### config.mk
export PLATFORM = sky130hd
export DESIGN_NAME = frame_filter_duty_cycle_gate
export DESIGN_NICKNAME = d
export VERILOG_FILES = /design/src/hw/rtl/ffdc_pkg.sv /design/src/hw/rtl/ffdc_front.sv /design/src/hw/rtl/ffdc_queue.sv /design/src/hw/rtl/ffdc_back.sv /design/src/hw/rtl/frame_filter_duty_cycle_gate.sv
export SDC_FILE = /design/constraint.sdc
export NUM_CORES = 1
export LEC_CHECK = 0
export ABC_AREA = 1
export BUFFER_PORTS_ARGS = -buffer_cell sky130_fd_sc_hd__buf_2
export CAP_MARGIN = 20
export CELL_PAD_IN_SITES_DETAIL_PLACEMENT = 2
export CELL_PAD_IN_SITES_GLOBAL_PLACEMENT = 2
export CORE_MARGIN = 4
export CORE_UTILIZATION = 38
export CTS_CLUSTER_DIAMETER = 80
export DETAILED_ROUTE_END_ITERATION = 10
export PLACE_DENSITY = 0.89
export SLEW_MARGIN = 10
export SYNTH_ARGS = -nofsm -noshare
export SYNTH_HDL_FRONTEND = slang
export SYNTH_SLANG_ARGS = --single-unit
### constraint.sdc
create_clock -name clk -period 7.6 [get_ports clk]
set_input_delay 0.38 -clock clk [delete_from_list [all_inputs] [get_ports clk]]
set_output_delay 0.38 -clock clk [all_outputs]
set_load 0.005 [all_outputs]
### src/hw/rtl/ffdc_pkg.sv
// Shared types and constants for the frame filter with duty-cycle gate.
// No dependencies; every other file in this block imports it.
`default_nettype none

package ffdc_pkg;

    // configuration register indexes
    localparam logic [2:0] REG_PAN_ID       = 3'd0;
    localparam logic [2:0] REG_ACTIVE_SEC   = 3'd1;
    localparam logic [2:0] REG_IDLE_SEC     = 3'd2;
    localparam logic [2:0] REG_TICKS_PER_S  = 3'd3;
    localparam logic [2:0] REG_MATCH_LEN    = 3'd4;

    localparam int CFG_INDEX_W = 3;
    localparam int CFG_DATA_W  = 16;

    // register reset values
    localparam logic [15:0] PAN_ID_RST      = 16'hffff;
    localparam logic [15:0] ACTIVE_SEC_RST  = 16'd0;
    localparam logic [15:0] IDLE_SEC_RST    = 16'd0;
    localparam logic [7:0]  TICKS_PER_S_RST = 8'd125;
    localparam logic [6:0]  MATCH_LEN_RST   = 7'd22;

    // verdict codes
    localparam logic [2:0] V_TICK     = 3'd0;
    localparam logic [2:0] V_STARTED  = 3'd1;
    localparam logic [2:0] V_MISMATCH = 3'd2;
    localparam logic [2:0] V_IDLE     = 3'd3;
    localparam logic [2:0] V_NOACTIVE = 3'd4;
    localparam logic [2:0] V_TRIGGER  = 3'd5;

    // phase codes
    localparam logic [1:0] PH_IDLE    = 2'd0;
    localparam logic [1:0] PH_WAITING = 2'd1;
    localparam logic [1:0] PH_ACTIVE  = 2'd2;

    // operation codes
    localparam logic OP_TICK  = 1'b0;
    localparam logic OP_FRAME = 1'b1;

    // frame control masks and expected values
    localparam logic [7:0] FCL_TYPE_MASK = 8'h07;
    localparam logic [7:0] FCL_TYPE_CMD  = 8'h03;
    localparam logic [7:0] FCL_SECURITY  = 8'h08;
    localparam logic [7:0] FCL_ACK_REQ   = 8'h20;
    localparam logic [7:0] FCL_PAN_COMP  = 8'h40;
    localparam logic [7:0] FCH_VER_MASK  = 8'h30;
    localparam logic [7:0] FCH_VER_2006  = 8'h10;
    localparam logic [7:0] FCH_DST_MASK  = 8'h0c;
    localparam logic [7:0] FCH_DST_SHORT = 8'h08;
    localparam logic [7:0] FCH_SRC_MASK  = 8'hc0;
    localparam logic [7:0] FCH_SRC_SHORT = 8'h80;

    localparam int QUEUE_DEPTH = 2;

    typedef struct packed {
        logic [15:0] pan_id;
        logic [15:0] active_seconds;
        logic [15:0] idle_seconds;
        logic [7:0]  ticks_per_second;
        logic [6:0]  match_length;
    } cfg_t;

    // classified item passed from front to back
    typedef struct packed {
        logic       is_frame;
        logic       header_ok;
        logic [7:0] sequence_number;
    } item_t;

endpackage

`default_nettype wire

### src/hw/rtl/ffdc_front.sv
// Front end: takes input transactions and classifies frame headers.
// Depends on ffdc_pkg; pushes classified items into ffdc_queue.
`default_nettype none

module ffdc_front
    import ffdc_pkg::*;
(
    input  wire logic       in_valid,
    output logic            in_stall,
    input  wire logic       operation,
    input  wire logic [7:0] frame_length,
    input  wire logic [7:0] control_low,
    input  wire logic [7:0] control_high,
    input  wire logic [7:0] sequence_number,
    input  wire logic [7:0] dest_pan_low,
    input  wire logic [7:0] dest_pan_high,
    input  wire cfg_t       cfg,
    input  wire logic       queue_full,
    output logic            push,
    output item_t           push_item
);

    logic header_ok;

    // length compares all 8 bits, so 128 and above never match
    always_comb
    begin
        header_ok = (frame_length == {1'b0, cfg.match_length})
            && ((control_low & FCL_TYPE_MASK) == FCL_TYPE_CMD)
            && ((control_low & FCL_SECURITY) != 8'h00)
            && ((control_low & FCL_ACK_REQ) != 8'h00)
            && ((control_low & FCL_PAN_COMP) != 8'h00)
            && ((control_high & FCH_VER_MASK) == FCH_VER_2006)
            && ((control_high & FCH_DST_MASK) == FCH_DST_SHORT)
            && ((control_high & FCH_SRC_MASK) == FCH_SRC_SHORT)
            && (dest_pan_low == cfg.pan_id[7:0])
            && (dest_pan_high == cfg.pan_id[15:8]);
    end

    assign in_stall = queue_full;
    assign push     = in_valid && !queue_full;

    always_comb
    begin
        push_item.is_frame        = (operation == OP_FRAME);
        push_item.header_ok       = header_ok;
        push_item.sequence_number = sequence_number;
    end

endmodule

`default_nettype wire

### src/hw/rtl/ffdc_queue.sv
// Short FIFO of classified items between the front and back ends.
// Depends on ffdc_pkg for item_t and QUEUE_DEPTH.
`default_nettype none

module ffdc_queue
    import ffdc_pkg::*;
(
    input  wire logic  clk,
    input  wire logic  rst_n,
    input  wire logic  push,
    input  wire item_t push_item,
    output logic       full,
    input  wire logic  pop,
    output logic       pop_valid,
    output item_t      pop_item
);

    localparam int PTR_W = (QUEUE_DEPTH > 1) ? $clog2(QUEUE_DEPTH) : 1;
    localparam int CNT_W = $clog2(QUEUE_DEPTH + 1);
    localparam logic [PTR_W-1:0] LAST_PTR = PTR_W'(QUEUE_DEPTH - 1);
    localparam logic [CNT_W-1:0] FULL_CNT = CNT_W'(QUEUE_DEPTH);

    item_t            entry_reg [QUEUE_DEPTH];
    logic [PTR_W-1:0] wr_ptr_reg, wr_ptr_next;
    logic [PTR_W-1:0] rd_ptr_reg, rd_ptr_next;
    logic [CNT_W-1:0] count_reg, count_next;
    logic             do_push, do_pop;

    assign full      = (count_reg == FULL_CNT);
    assign pop_valid = (count_reg != '0);
    assign pop_item  = entry_reg[rd_ptr_reg];
    assign do_push   = push && !full;
    assign do_pop    = pop && pop_valid;

    always_comb
    begin
        wr_ptr_next = wr_ptr_reg;
        rd_ptr_next = rd_ptr_reg;
        count_next  = count_reg;
        if (do_push)
        begin
            wr_ptr_next = (wr_ptr_reg == LAST_PTR) ? '0 : wr_ptr_reg + 1'b1;
        end
        if (do_pop)
        begin
            rd_ptr_next = (rd_ptr_reg == LAST_PTR) ? '0 : rd_ptr_reg + 1'b1;
        end
        if (do_push && !do_pop)
        begin
            count_next = count_reg + 1'b1;
        end
        else if (do_pop && !do_push)
        begin
            count_next = count_reg - 1'b1;
        end
    end

    always_ff @(posedge clk or negedge rst_n)
    begin
        if (!rst_n)
        begin
            wr_ptr_reg <= '0;
            rd_ptr_reg <= '0;
            count_reg  <= '0;
        end
        else
        begin
            wr_ptr_reg <= wr_ptr_next;
            rd_ptr_reg <= rd_ptr_next;
            count_reg  <= count_next;
        end
    end

    always_ff @(posedge clk)
    begin
        if (do_push)
        begin
            entry_reg[wr_ptr_reg] <= push_item;
        end
    end

endmodule

`default_nettype wire

### src/hw/rtl/ffdc_back.sv
// Back end: period machine, tick/second counters and the result register.
// Depends on ffdc_pkg; pops items from ffdc_queue.
`default_nettype none

module ffdc_back
    import ffdc_pkg::*;
(
    input  wire logic       clk,
    input  wire logic       rst_n,
    input  wire cfg_t       cfg,
    input  wire logic       item_valid,
    input  wire item_t      item,
    output logic            pop,
    output logic            out_valid,
    input  wire logic       out_stall,
    output logic [2:0]      verdict,
    output logic            trigger,
    output logic [7:0]      echo_sequence,
    output logic [1:0]      phase
);

    logic        running_reg, running_next;
    logic        idle_reg, idle_next;
    logic        wait_reg, wait_next;
    logic [7:0]  tick_reg, tick_next;
    logic [31:0] sec_reg, sec_next;
    logic [31:0] last_reg, last_next;

    logic        out_valid_reg;
    logic [2:0]  verdict_reg, verdict_next;
    logic        trigger_reg;
    logic [7:0]  echo_reg;
    logic [1:0]  phase_reg, phase_next;

    logic [7:0]  tick_inc;
    logic [31:0] sec_inc;
    logic [31:0] sec_since;
    logic [31:0] idle_wide, active_wide;

    assign pop = item_valid && (!out_valid_reg || !out_stall);

    assign tick_inc    = tick_reg + 8'd1;
    assign sec_inc     = sec_reg + 32'd1;
    assign idle_wide   = {16'd0, cfg.idle_seconds};
    assign active_wide = {16'd0, cfg.active_seconds};
    // elapsed seconds, wrapping; tick path uses the incremented count
    assign sec_since   = (item.is_frame ? sec_reg : sec_inc) - last_reg;

    always_comb
    begin
        running_next = running_reg;
        idle_next    = idle_reg;
        wait_next    = wait_reg;
        tick_next    = tick_reg;
        sec_next     = sec_reg;
        last_next    = last_reg;
        verdict_next = V_TICK;

        if (!item.is_frame)
        begin
            if (running_reg)
            begin
                tick_next = tick_inc;
                if (tick_inc == cfg.ticks_per_second)
                begin
                    tick_next = '0;
                    sec_next  = sec_inc;
                    if (idle_reg)
                    begin
                        if (sec_inc >= idle_wide)
                        begin
                            sec_next  = '0;
                            idle_next = 1'b0;
                            wait_next = 1'b1;
                        end
                    end
                    else if (!wait_reg)
                    begin
                        if (sec_since > idle_wide)
                        begin
                            sec_next  = '0;
                            wait_next = 1'b1;
                        end
                        else if (sec_inc >= active_wide)
                        begin
                            sec_next = '0;
                            if (cfg.idle_seconds != 16'd0)
                            begin
                                idle_next = 1'b1;
                                wait_next = 1'b0;
                            end
                        end
                    end
                end
            end
        end
        else if (!running_reg)
        begin
            // first frame only starts the timer
            running_next = 1'b1;
            tick_next    = '0;
            sec_next     = '0;
            verdict_next = V_STARTED;
        end
        else if (!item.header_ok)
        begin
            verdict_next = V_MISMATCH;
        end
        else if (idle_reg)
        begin
            verdict_next = V_IDLE;
        end
        else if (wait_reg)
        begin
            // counters restart even when there is no active period
            tick_next = '0;
            sec_next  = '0;
            last_next = '0;
            if (cfg.active_seconds != 16'd0)
            begin
                wait_next    = 1'b0;
                verdict_next = V_TRIGGER;
            end
            else
            begin
                verdict_next = V_NOACTIVE;
            end
        end
        else
        begin
            verdict_next = V_TRIGGER;
            if (sec_since > idle_wide)
            begin
                tick_next = '0;
                sec_next  = '0;
                last_next = '0;
            end
            else
            begin
                last_next = sec_reg;
            end
        end

        if (idle_next)
        begin
            phase_next = PH_IDLE;
        end
        else if (wait_next)
        begin
            phase_next = PH_WAITING;
        end
        else
        begin
            phase_next = PH_ACTIVE;
        end
    end

    always_ff @(posedge clk or negedge rst_n)
    begin
        if (!rst_n)
        begin
            running_reg   <= 1'b0;
            idle_reg      <= 1'b1;
            wait_reg      <= 1'b0;
            tick_reg      <= '0;
            sec_reg       <= '0;
            last_reg      <= '0;
            out_valid_reg <= 1'b0;
        end
        else
        begin
            if (pop)
            begin
                running_reg <= running_next;
                idle_reg    <= idle_next;
                wait_reg    <= wait_next;
                tick_reg    <= tick_next;
                sec_reg     <= sec_next;
                last_reg    <= last_next;
            end
            // hold the result until the transaction completes
            if (pop)
            begin
                out_valid_reg <= 1'b1;
            end
            else if (!out_stall)
            begin
                out_valid_reg <= 1'b0;
            end
        end
    end

    always_ff @(posedge clk)
    begin
        if (pop)
        begin
            verdict_reg <= verdict_next;
            trigger_reg <= (verdict_next == V_TRIGGER);
            echo_reg    <= (verdict_next == V_TRIGGER) ? item.sequence_number : 8'd0;
            phase_reg   <= phase_next;
        end
    end

    assign out_valid     = out_valid_reg;
    assign verdict       = verdict_reg;
    assign trigger       = trigger_reg;
    assign echo_sequence = echo_reg;
    assign phase         = phase_reg;

endmodule

`default_nettype wire

### src/hw/rtl/frame_filter_duty_cycle_gate.sv
// Top level of the frame filter with duty-cycle gate: configuration
// registers, front classifier, item queue and back-end period machine.
// Depends on ffdc_pkg, ffdc_front, ffdc_queue and ffdc_back.
//
// Each input transaction is a timer tick or six header bytes of a received
// frame and yields exactly one result transaction. While the output does not
// stall, the block sustains one item per clock: the front end classifies
// the header in the cycle it is accepted and writes it into a two-entry
// queue; the back end takes one item per cycle from the queue, updates the
// tick/second counters and the idle/waiting/active state, and loads the
// result register. Each result passes through a queue entry and then the
// result register, and stays valid until the output takes it. Input stall
// rises only when the queue is full, which happens after the output stalls.
// Write the configuration registers only while no transaction is in flight.
`default_nettype none

module frame_filter_duty_cycle_gate
    import ffdc_pkg::*;
(
    input  wire logic                   clk,
    input  wire logic                   rst_n,
    input  wire logic                   cfg_write,
    input  wire logic [CFG_INDEX_W-1:0] cfg_index,
    input  wire logic [CFG_DATA_W-1:0]  cfg_data,
    input  wire logic                   in_valid,
    output logic                        in_stall,
    input  wire logic                   operation,
    input  wire logic [7:0]             frame_length,
    input  wire logic [7:0]             control_low,
    input  wire logic [7:0]             control_high,
    input  wire logic [7:0]             sequence_number,
    input  wire logic [7:0]             dest_pan_low,
    input  wire logic [7:0]             dest_pan_high,
    output logic                        out_valid,
    input  wire logic                   out_stall,
    output logic [2:0]                  verdict,
    output logic                        trigger,
    output logic [7:0]                  echo_sequence,
    output logic [1:0]                  phase
);

    cfg_t  cfg_reg;
    logic  push;
    item_t push_item;
    logic  queue_full;
    logic  pop;
    logic  pop_valid;
    item_t pop_item;

    always_ff @(posedge clk or negedge rst_n)
    begin
        if (!rst_n)
        begin
            cfg_reg.pan_id           <= PAN_ID_RST;
            cfg_reg.active_seconds   <= ACTIVE_SEC_RST;
            cfg_reg.idle_seconds     <= IDLE_SEC_RST;
            cfg_reg.ticks_per_second <= TICKS_PER_S_RST;
            cfg_reg.match_length     <= MATCH_LEN_RST;
        end
        else if (cfg_write)
        begin
            unique case (cfg_index)
                REG_PAN_ID:      cfg_reg.pan_id           <= cfg_data;
                REG_ACTIVE_SEC:  cfg_reg.active_seconds   <= cfg_data;
                REG_IDLE_SEC:    cfg_reg.idle_seconds     <= cfg_data;
                REG_TICKS_PER_S: cfg_reg.ticks_per_second <= cfg_data[7:0];
                REG_MATCH_LEN:   cfg_reg.match_length     <= cfg_data[6:0];
                default:         ; // drop writes to unused indexes
            endcase
        end
    end

    ffdc_front u_front (
        .in_valid        (in_valid),
        .in_stall        (in_stall),
        .operation       (operation),
        .frame_length    (frame_length),
        .control_low     (control_low),
        .control_high    (control_high),
        .sequence_number (sequence_number),
        .dest_pan_low    (dest_pan_low),
        .dest_pan_high   (dest_pan_high),
        .cfg             (cfg_reg),
        .queue_full      (queue_full),
        .push            (push),
        .push_item       (push_item)
    );

    ffdc_queue u_queue (
        .clk       (clk),
        .rst_n     (rst_n),
        .push      (push),
        .push_item (push_item),
        .full      (queue_full),
        .pop       (pop),
        .pop_valid (pop_valid),
        .pop_item  (pop_item)
    );

    ffdc_back u_back (
        .clk           (clk),
        .rst_n         (rst_n),
        .cfg           (cfg_reg),
        .item_valid    (pop_valid),
        .item          (pop_item),
        .pop           (pop),
        .out_valid     (out_valid),
        .out_stall     (out_stall),
        .verdict       (verdict),
        .trigger       (trigger),
        .echo_sequence (echo_sequence),
        .phase         (phase)
    );

endmodule

`default_nettype wire
==> results of run 1 <==
[kinds of logic after synthesis]
family	count (synthesis)	share of synthesized area, %
buffers and inverters	387	11.5
DFF	177	34.9
adders and majority gates	83	7.87
AOI/OAI and AO/OA	276	11.5
and+or+nand+nor	992	31.4
xor gates and xnor gates	44	2.90
[worst max-delay path, delay by kind of cell (launching register included)]
family	cells	cell delay, ns
compound gates	6	1.25
flops	1	0.58
buf+inv	4	1.23
simple gates	17	2.63
xor+xnor	1	0.42
fa+ha+maj	2	0.70
[metrics by stage]
step | setup WS, ns | cell area, sq um
floorplan | 3.07 | 13300
global placement | 1.56 | 14100
detailed placement | 1.03 | 14100
CTS | 0.781 | 14700
global route | 0.157 | 14700
finish | 0.670 | 14700
[layer usage]
metal	share of wire (%)	up-vias
li1	-	6318
met1	39	7333
met2	50	556
met3	4.6	215
met4	5.9	2
met5	0.029	-
[power by group through the flow]
stage / clock (mW) / combinational [mW] / sequential (mW)
after floorplan: 0 / 3.75 / 1.40
after global placement: 0 / 4.93 / 1.56
after detailed placement: 0 / 5.42 / 1.60
after CTS: 0.967 / 5.67 / 1.61
after global routing: 1.02 / 6.38 / 1.66
final: 0.975 / 5.78 / 1.65
[final cells by class]
class,instances,area [sq um]
repair buffers,97,587
clock inverters,13,151
flip-flops and latches,177,4630
multi-input cells,1395,7150
inverters,320,1200
clock buffers,19,443
fillers,4180,19800
well taps,455,569
[path summary, 6_finish.rpt]
path / startpoint / endpoint / slack, ns / cells past startpoint
worst max-delay path: u_queue.rd_ptr_reg / u_back.sec_reg[1] / 0.67 / 30
worst min-delay path: sequence_number[6] / u_queue.entry_reg[0][6] / 0.1 / 1
worst max register to register: u_queue.rd_ptr_reg / u_back.sec_reg[1] / 0.67 / 30
worst min register to register: cfg_reg[58] / cfg_reg[58] / 0.52 / 2
max in group asynchronous: rst_n / cfg_reg[59] / 5.77 / 4
min in group asynchronous: rst_n / u_back.last_reg[29] / 0.52 / 2
[repair_timing]
item | CTS | global route
hold buffers | 1 | 0
endpoints found under the setup margin | 0 | 0
buffers inserted | 0 | 0
endpoints found under the hold margin | 54 | 0
[cells in the final DEF (no fill, tap or decap), types with 5 or more instances in the layout]
cell / n
buf_4: 8
xnor2_1: 10
nand4_1: 21
o21ai_0: 143
xor2_1: 34
nor4_1: 10
nor2_4: 6
dfstp_2: 26
o21bai_1: 17
nand2_1: 565
nor3_1: 12
a21oi_2: 11
edfxtp_1: 34
dfrtp_1: 117
o22ai_1: 6
buf_2: 83
nor2_1: 171
nor2_2: 8
clkbuf_16: 17
a21oi_1: 69
inv_2: 21
a22o_1: 5
or2_2: 7
inv_1: 296
o21ai_1: 13
nand3_1: 178
ha_1: 82
==> impl_metrics.csv, run 1 <==
group,metric,value,unit
cells_and_area,drive_gt1_share,10.6,%
yosys,seq_area_frac_synth,34.9,%
power_and_ir_drop,p_comb_share,68.8,%
yosys,synth_flop_cell,"dfrtp_1",
power_and_ir_drop,p_sw,4.92,mW
power_and_ir_drop,powerDensity,570,nW/um^2
clock_tree,cts_buffer_depth,2,
floorplan,die_x,195,microns
detailed_routing,route.detailed.drc,0,
sta,setup_viol,0,
cells_and_area,largest_register_ffs,63,
yosys,synth_top_area_share,22.0,%
critical_path,max_stage_delay,0.58,ns
clock_tree,htreeDepth,4,
critical_path,cp-start-kind,"flip-flop",
clock_tree,clock-root-buffer,"clkbuf_16",
critical_path,critPathSlowestCell,"dfrtp_1",
placed_design,dp.cells,2441,
global_route,grt_use_total,32.4,%
sta,hold_viol_final,0,
clock_tree,cts_tree,"done",
clock_tree,clk_pin_slew_worst_paths,0.09,ns
floorplan,start_util,38.5,%
sta,finalCriticalPeriod,6.93,ns
power_and_ir_drop,p_leak,7.33,nW
global_route,grt_pass1_wl,97000,microns
detailed_routing,ant_nets,0,
yosys,yosysMostFrequentCell,"nand2_1",
clock_tree,cts_sinks,177,
power_and_ir_drop,peakVddDrop,0.000262,V
sta,drv_slew,0,
detailed_routing,routed-via-count,14400,
cells_and_area,final_util,42.7,%
power_and_ir_drop,power_frac_seq,19.6,%
placed_design,place_hpwl,42700,microns
detailed_routing,dr.pass1.iters,5,
power_and_ir_drop,fin_total_pwr,8.40,mW
critical_path,crit_required,7.98,ns
clock_tree,clock_latency,0.48,ns
flow_run,cap_violations,0,
critical_path,cp.arrival,7.31,ns
global_route,grt_pass1_vias,16100,
worst_hold_path,hp-class,"in -> reg",
sta,skew,0.0210,ns
global_route,grt-busiest-layer,"met2",
sta,worstMarginPinSlew,1.09,ns
yosys,syn_avg_cell_area,6.78,sq um
yosys,synth_top_cell_by_area,"dfrtp_1",
detailed_routing,wl_per_cell,26.6,microns
yosys,synth_cell_types,48,
global_route,met3_usage,4.50,%
sta,tns,0,ns
placed_design,place_congestion,0.876,
floorplan,core_area,34500,sq um
floorplan,die_h,195,microns
sta,period_share,91.2,%
floorplan,design.die.area,38000,sq um
sta,timing.slew.headroom,27.4,%
yosys,ys_seq_elements,177,
yosys,synth_commonest_cells,"nand2_1 (565), inv_1 (296), nand3_1 (178), nor2_1 (172), o21ai_0 (143)",
yosys,async_reset_ff_share,80.8,%
critical_path,crit_path_end_kind,"flip-flop",
status,outcome,"finished, final reports clean",
floorplan,fp-row-count,68,
critical_path,cp_common_cell,"nand2_1",
critical_path,crit_type,"reg -> reg",
critical_path,critical_path.max_fanout,16,
yosys,synth_edf_count,34,
cells_and_area,syn2layout_area_growth,10.9,%
power_and_ir_drop,p_clk_share,11.6,%
clock_tree,numCtsBuffers,17,
global_route,grt_max_degree,73,
cells_and_area,final_cells,2476,
detailed_routing,avgViaCountPerCell,5.83,
yosys,synth_fp_nets,2115,
cells_and_area,antenna_cells,0,
yosys,synthCells,1959,
yosys,yosysWarnings,0,
floorplan,pin_count,89,
sta,rsz0062_at_grt,"no",
placed_design,io_buffers,84,
yosys,synth_area_leaders,"dfrtp_1 (22%), nand2_1 (16%), inv_1 (8.4%)",
sta,whs,0.0976,ns
clock_tree,cts_resized,0,
global_route,overflow,0,
global_route,antenna_found_initial,1,
power_and_ir_drop,p_int,3.49,mW
detailed_routing,routed_wl,65900,microns
global_route,grt_use_met1,38.6,%
cells_and_area,layout.nets,2164,
global_route,grt_util_met2,58.0,%
yosys,synth.cell_area,13300,sq um
detailed_routing,drt_iter0_drc,1029,
sta,fmax,0.144,GHz
power_and_ir_drop,swShare,58.5,%
No activity file was read; power rests on OpenSTA's default activity.
==> inputs of run 2 (changes only) <==
--- a/config.mk
+++ b/config.mk
@@ -6,16 +6,17 @@
 export NUM_CORES = 1
 export LEC_CHECK = 0
 export ABC_AREA = 1
-export BUFFER_PORTS_ARGS = -buffer_cell sky130_fd_sc_hd__buf_2
 export CAP_MARGIN = 20
 export CELL_PAD_IN_SITES_DETAIL_PLACEMENT = 2
 export CELL_PAD_IN_SITES_GLOBAL_PLACEMENT = 2
 export CORE_MARGIN = 4
-export CORE_UTILIZATION = 38
+export CORE_UTILIZATION = 39
 export CTS_CLUSTER_DIAMETER = 80
 export DETAILED_ROUTE_END_ITERATION = 10
-export PLACE_DENSITY = 0.89
+export DONT_BUFFER_PORTS = 1
+export PLACE_DENSITY = 0.88
 export SLEW_MARGIN = 10
 export SYNTH_ARGS = -nofsm -noshare
 export SYNTH_HDL_FRONTEND = slang
+export SYNTH_HIERARCHICAL = 1
 export SYNTH_SLANG_ARGS = --single-unit
==> run 2 against run 1 <==
Against the previous run:
- cell area grew 0.37%
- maximum frequency grew 6.5%
- utilization shrank 0.054 points
- register-to-register slack gained 0.42 ns
- wire length shrank 14%
- first-iteration DRC count shrank 18%
- critical endpoint is now u_back/sec_reg[5]
==> impl_metrics.csv, run 2 <==
group,metric,value,unit
sta,skew,0.0126,ns
floorplan,pin_count,89,
floorplan,core_area,34700,sq um
critical_path,critical_path.max_fanout,16,
detailed_routing,avgViaCountPerCell,5.47,
critical_path,cp.arrival,6.87,ns
yosys,synth_top_area_share,21.2,%
yosys,synth_top_cell_by_area,"dfrtp_1",
clock_tree,cts_tree,"done",
yosys,synthAdderAreaFrac,7.59,%
floorplan,die_x,196,microns
critical_path,rrSetupSlack,1.09,ns
clock_tree,clock-root-buffer,"clkbuf_16",
yosys,synth_commonest_cells,"nand2_1 (714), inv_1 (295), nor2_1 (241), nand3_1 (202), dfrtp_1 (117)",
cells_and_area,multi_input_area,7620,sq um
critical_path,critPathSlowestCell,"xor2_1",
sta,rsz0062_at_grt,"no",
cells_and_area,final_util,42.6,%
clock_tree,cts_buffer_depth,2,
detailed_routing,routed-via-count,13800,
global_route,grt_use_total,29.5,%
critical_path,crit_required,7.97,ns
yosys,synth_cell_types,47,
flow_run,cap_violations,0,
detailed_routing,routed_wl,56600,microns
floorplan,design.die.area,38400,sq um
clock_tree,cts_resized,0,
sta,fmax,0.154,GHz
yosys,synth.cell_area,13800,sq um
sta,timing.slew.headroom,27.4,%
detailed_routing,drt_iter0_drc,845,
cells_and_area,largest_register_ffs,63,
detailed_routing,ant_nets,0,
clock_tree,htreeDepth,4,
yosys,synth_compound_area_share,6.44,%
sta,hold_viol_final,0,
clock_tree,cts_sinks,177,
clock_tree,clk_pin_slew_worst_paths,0.07,ns
placed_design,dp_worst_setup_slack,1.27,ns
yosys,synth_edf_count,34,
yosys,synth_flop_cell,"dfrtp_1",
status,outcome,"finished, final reports clean",
global_route,grt_pass1_wl,89100,microns
yosys,yosysWarnings,6,
sta,drv_slew,0,
cells_and_area,final_common_cell,"nand2_1",
yosys,yosysMostFrequentCell,"nand2_1",
yosys,async_reset_ff_share,80.8,%
critical_path,max_stage_delay,0.66,ns
sta,setup_viol,0,
clock_tree,clock_latency,0.46,ns
sta,worstMarginPinSlew,1.08,ns
critical_path,crit_type,"reg -> reg",
yosys,synth_xor_area_share,3.41,%
sta,finalCriticalPeriod,6.51,ns
critical_path,cp-start-kind,"flip-flop",
detailed_routing,route.detailed.drc,0,
detailed_routing,wl_per_cell,22.4,microns
yosys,syn_avg_cell_area,6.60,sq um
critical_path,cp_common_cell,"nand2_1",
critical_path,crit_path_end_kind,"flip-flop",
floorplan,die_h,196,microns
cells_and_area,layout.nets,2216,
yosys,ys_seq_elements,177,
placed_design,place_hpwl,41600,microns
clock_tree,numCtsBuffers,17,
cells_and_area,final_cell_mix,"nand2_1 (714), inv_1 (295), nor2_1 (241)",
floorplan,fp-row-count,68,
global_route,overflow,0,
yosys,seq_area_frac_synth,33.6,%
cells_and_area,num-fill-cells,4203,
sta,period_share,85.6,%
sta,fin_ws,1.09,ns
yosys,synth_fp_nets,2243,
cells_and_area,syn2layout_area_growth,7.27,%
placed_design,io_buffers,0,
cells_and_area,antenna_cells,0,
cells_and_area,regArea,4630,sq um
floorplan,start_util,39.7,%
yosys,synth_area_leaders,"dfrtp_1 (21%), nand2_1 (19%), inv_1 (8.0%)",
yosys,synth_top_family_by_area,"simple AND/OR/NAND/NOR gates",
global_route,antenna_found_initial,0,
yosys,synthMuxAreaShare,0,%
global_route,grt_max_degree,144,
global_route,grt_pass1_vias,15400,
placed_design,place_congestion,0.920,
worst_hold_path,hp-class,"in -> reg",
yosys,synthSimpleGateAreaFrac,37.8,%
yosys,synthCells,2087,
detailed_routing,dr.pass1.iters,5,
cells_and_area,drive_gt1_share,6.22,%
sta,tns,0,ns
## run 2: cell types whose count changed after synthesis, sizes merged, moves of 14 or more
cell | previous run | this run
o21ai | 157 | 64
nand2 | 569 | 731
nand3 | 180 | 207
a21oi | 80 | 55
o21bai | 17 | 3
o22ai | 6 | 26
nor2 | 185 | 259
## run 2: final cells by class
type	instances	area share, %
Inverter	308	7.82
Tap cell	455	3.85
Clock buffer	23	3.60
Multi-Input combinational cell	1535	51.5
Sequential cell	177	31.3
Clock inverter	9	0.516
Timing Repair Buffer	21	1.37
## run 2: final timing paths
kind,startpoint,endpoint,depth (start not counted)
setup / recovery,u_back/sec_reg[1],u_back/sec_reg[5],30
hold / removal,cfg_data[6],cfg_reg[13],2
setup reg to reg,u_back/sec_reg[1],u_back/sec_reg[5],30
hold reg to reg,cfg_reg[50],cfg_reg[50],2
max in group asynchronous,rst_n,cfg_reg[19],2
min in group asynchronous,rst_n,cfg_reg[46],2
## run 2: what timing repair did
item                      in CTS  in global routing
hold buffers                  11                  0
setup buffers                  0                  0
hold endpoints to repair     161                  0
## run 2: routing by layer
layer	share of wire, %	vias up	GRT usage (%)
met5	0	-	0
met4	2.5	0	8.64
met3	4.1	85	4.07
met2	50	314	52.2
met1	43	6992	37.5
li1	-	6443	-
## run 2: cell families after synthesis
group / Yosys count
buffers and inverters: 375
AOI/OAI and AO/OA: 160
adders and majority gates: 83
and+or+nand+nor: 1240
xor gates and xnor gates: 52
DFF: 177
## run 2: per-stage QoR
step	std cells	cell area [sq um]	hold WS, ns
floorplan	2087	13800	0.0844
global placement	2484	14000	0.0932
detailed placement	2485	14100	0.0899
CTS	2528	14800	0.00994
global route	2528	14800	0.0214
finish	2528	14800	0.0263
## run 2: worst max-delay path, delay by kind of cell (launching register included)
kind            cells  cell delay, ns
compound gates      2            0.45
xor+xnor            2            0.83
fa+ha+maj           3            0.83
buf+inv             3            0.27
flops               1            0.47
simple gates       20            3.54
Power of run 2 is not shown: default switching activity piles up to over one toggle a cycle in this logic, so the estimate is an artifact.
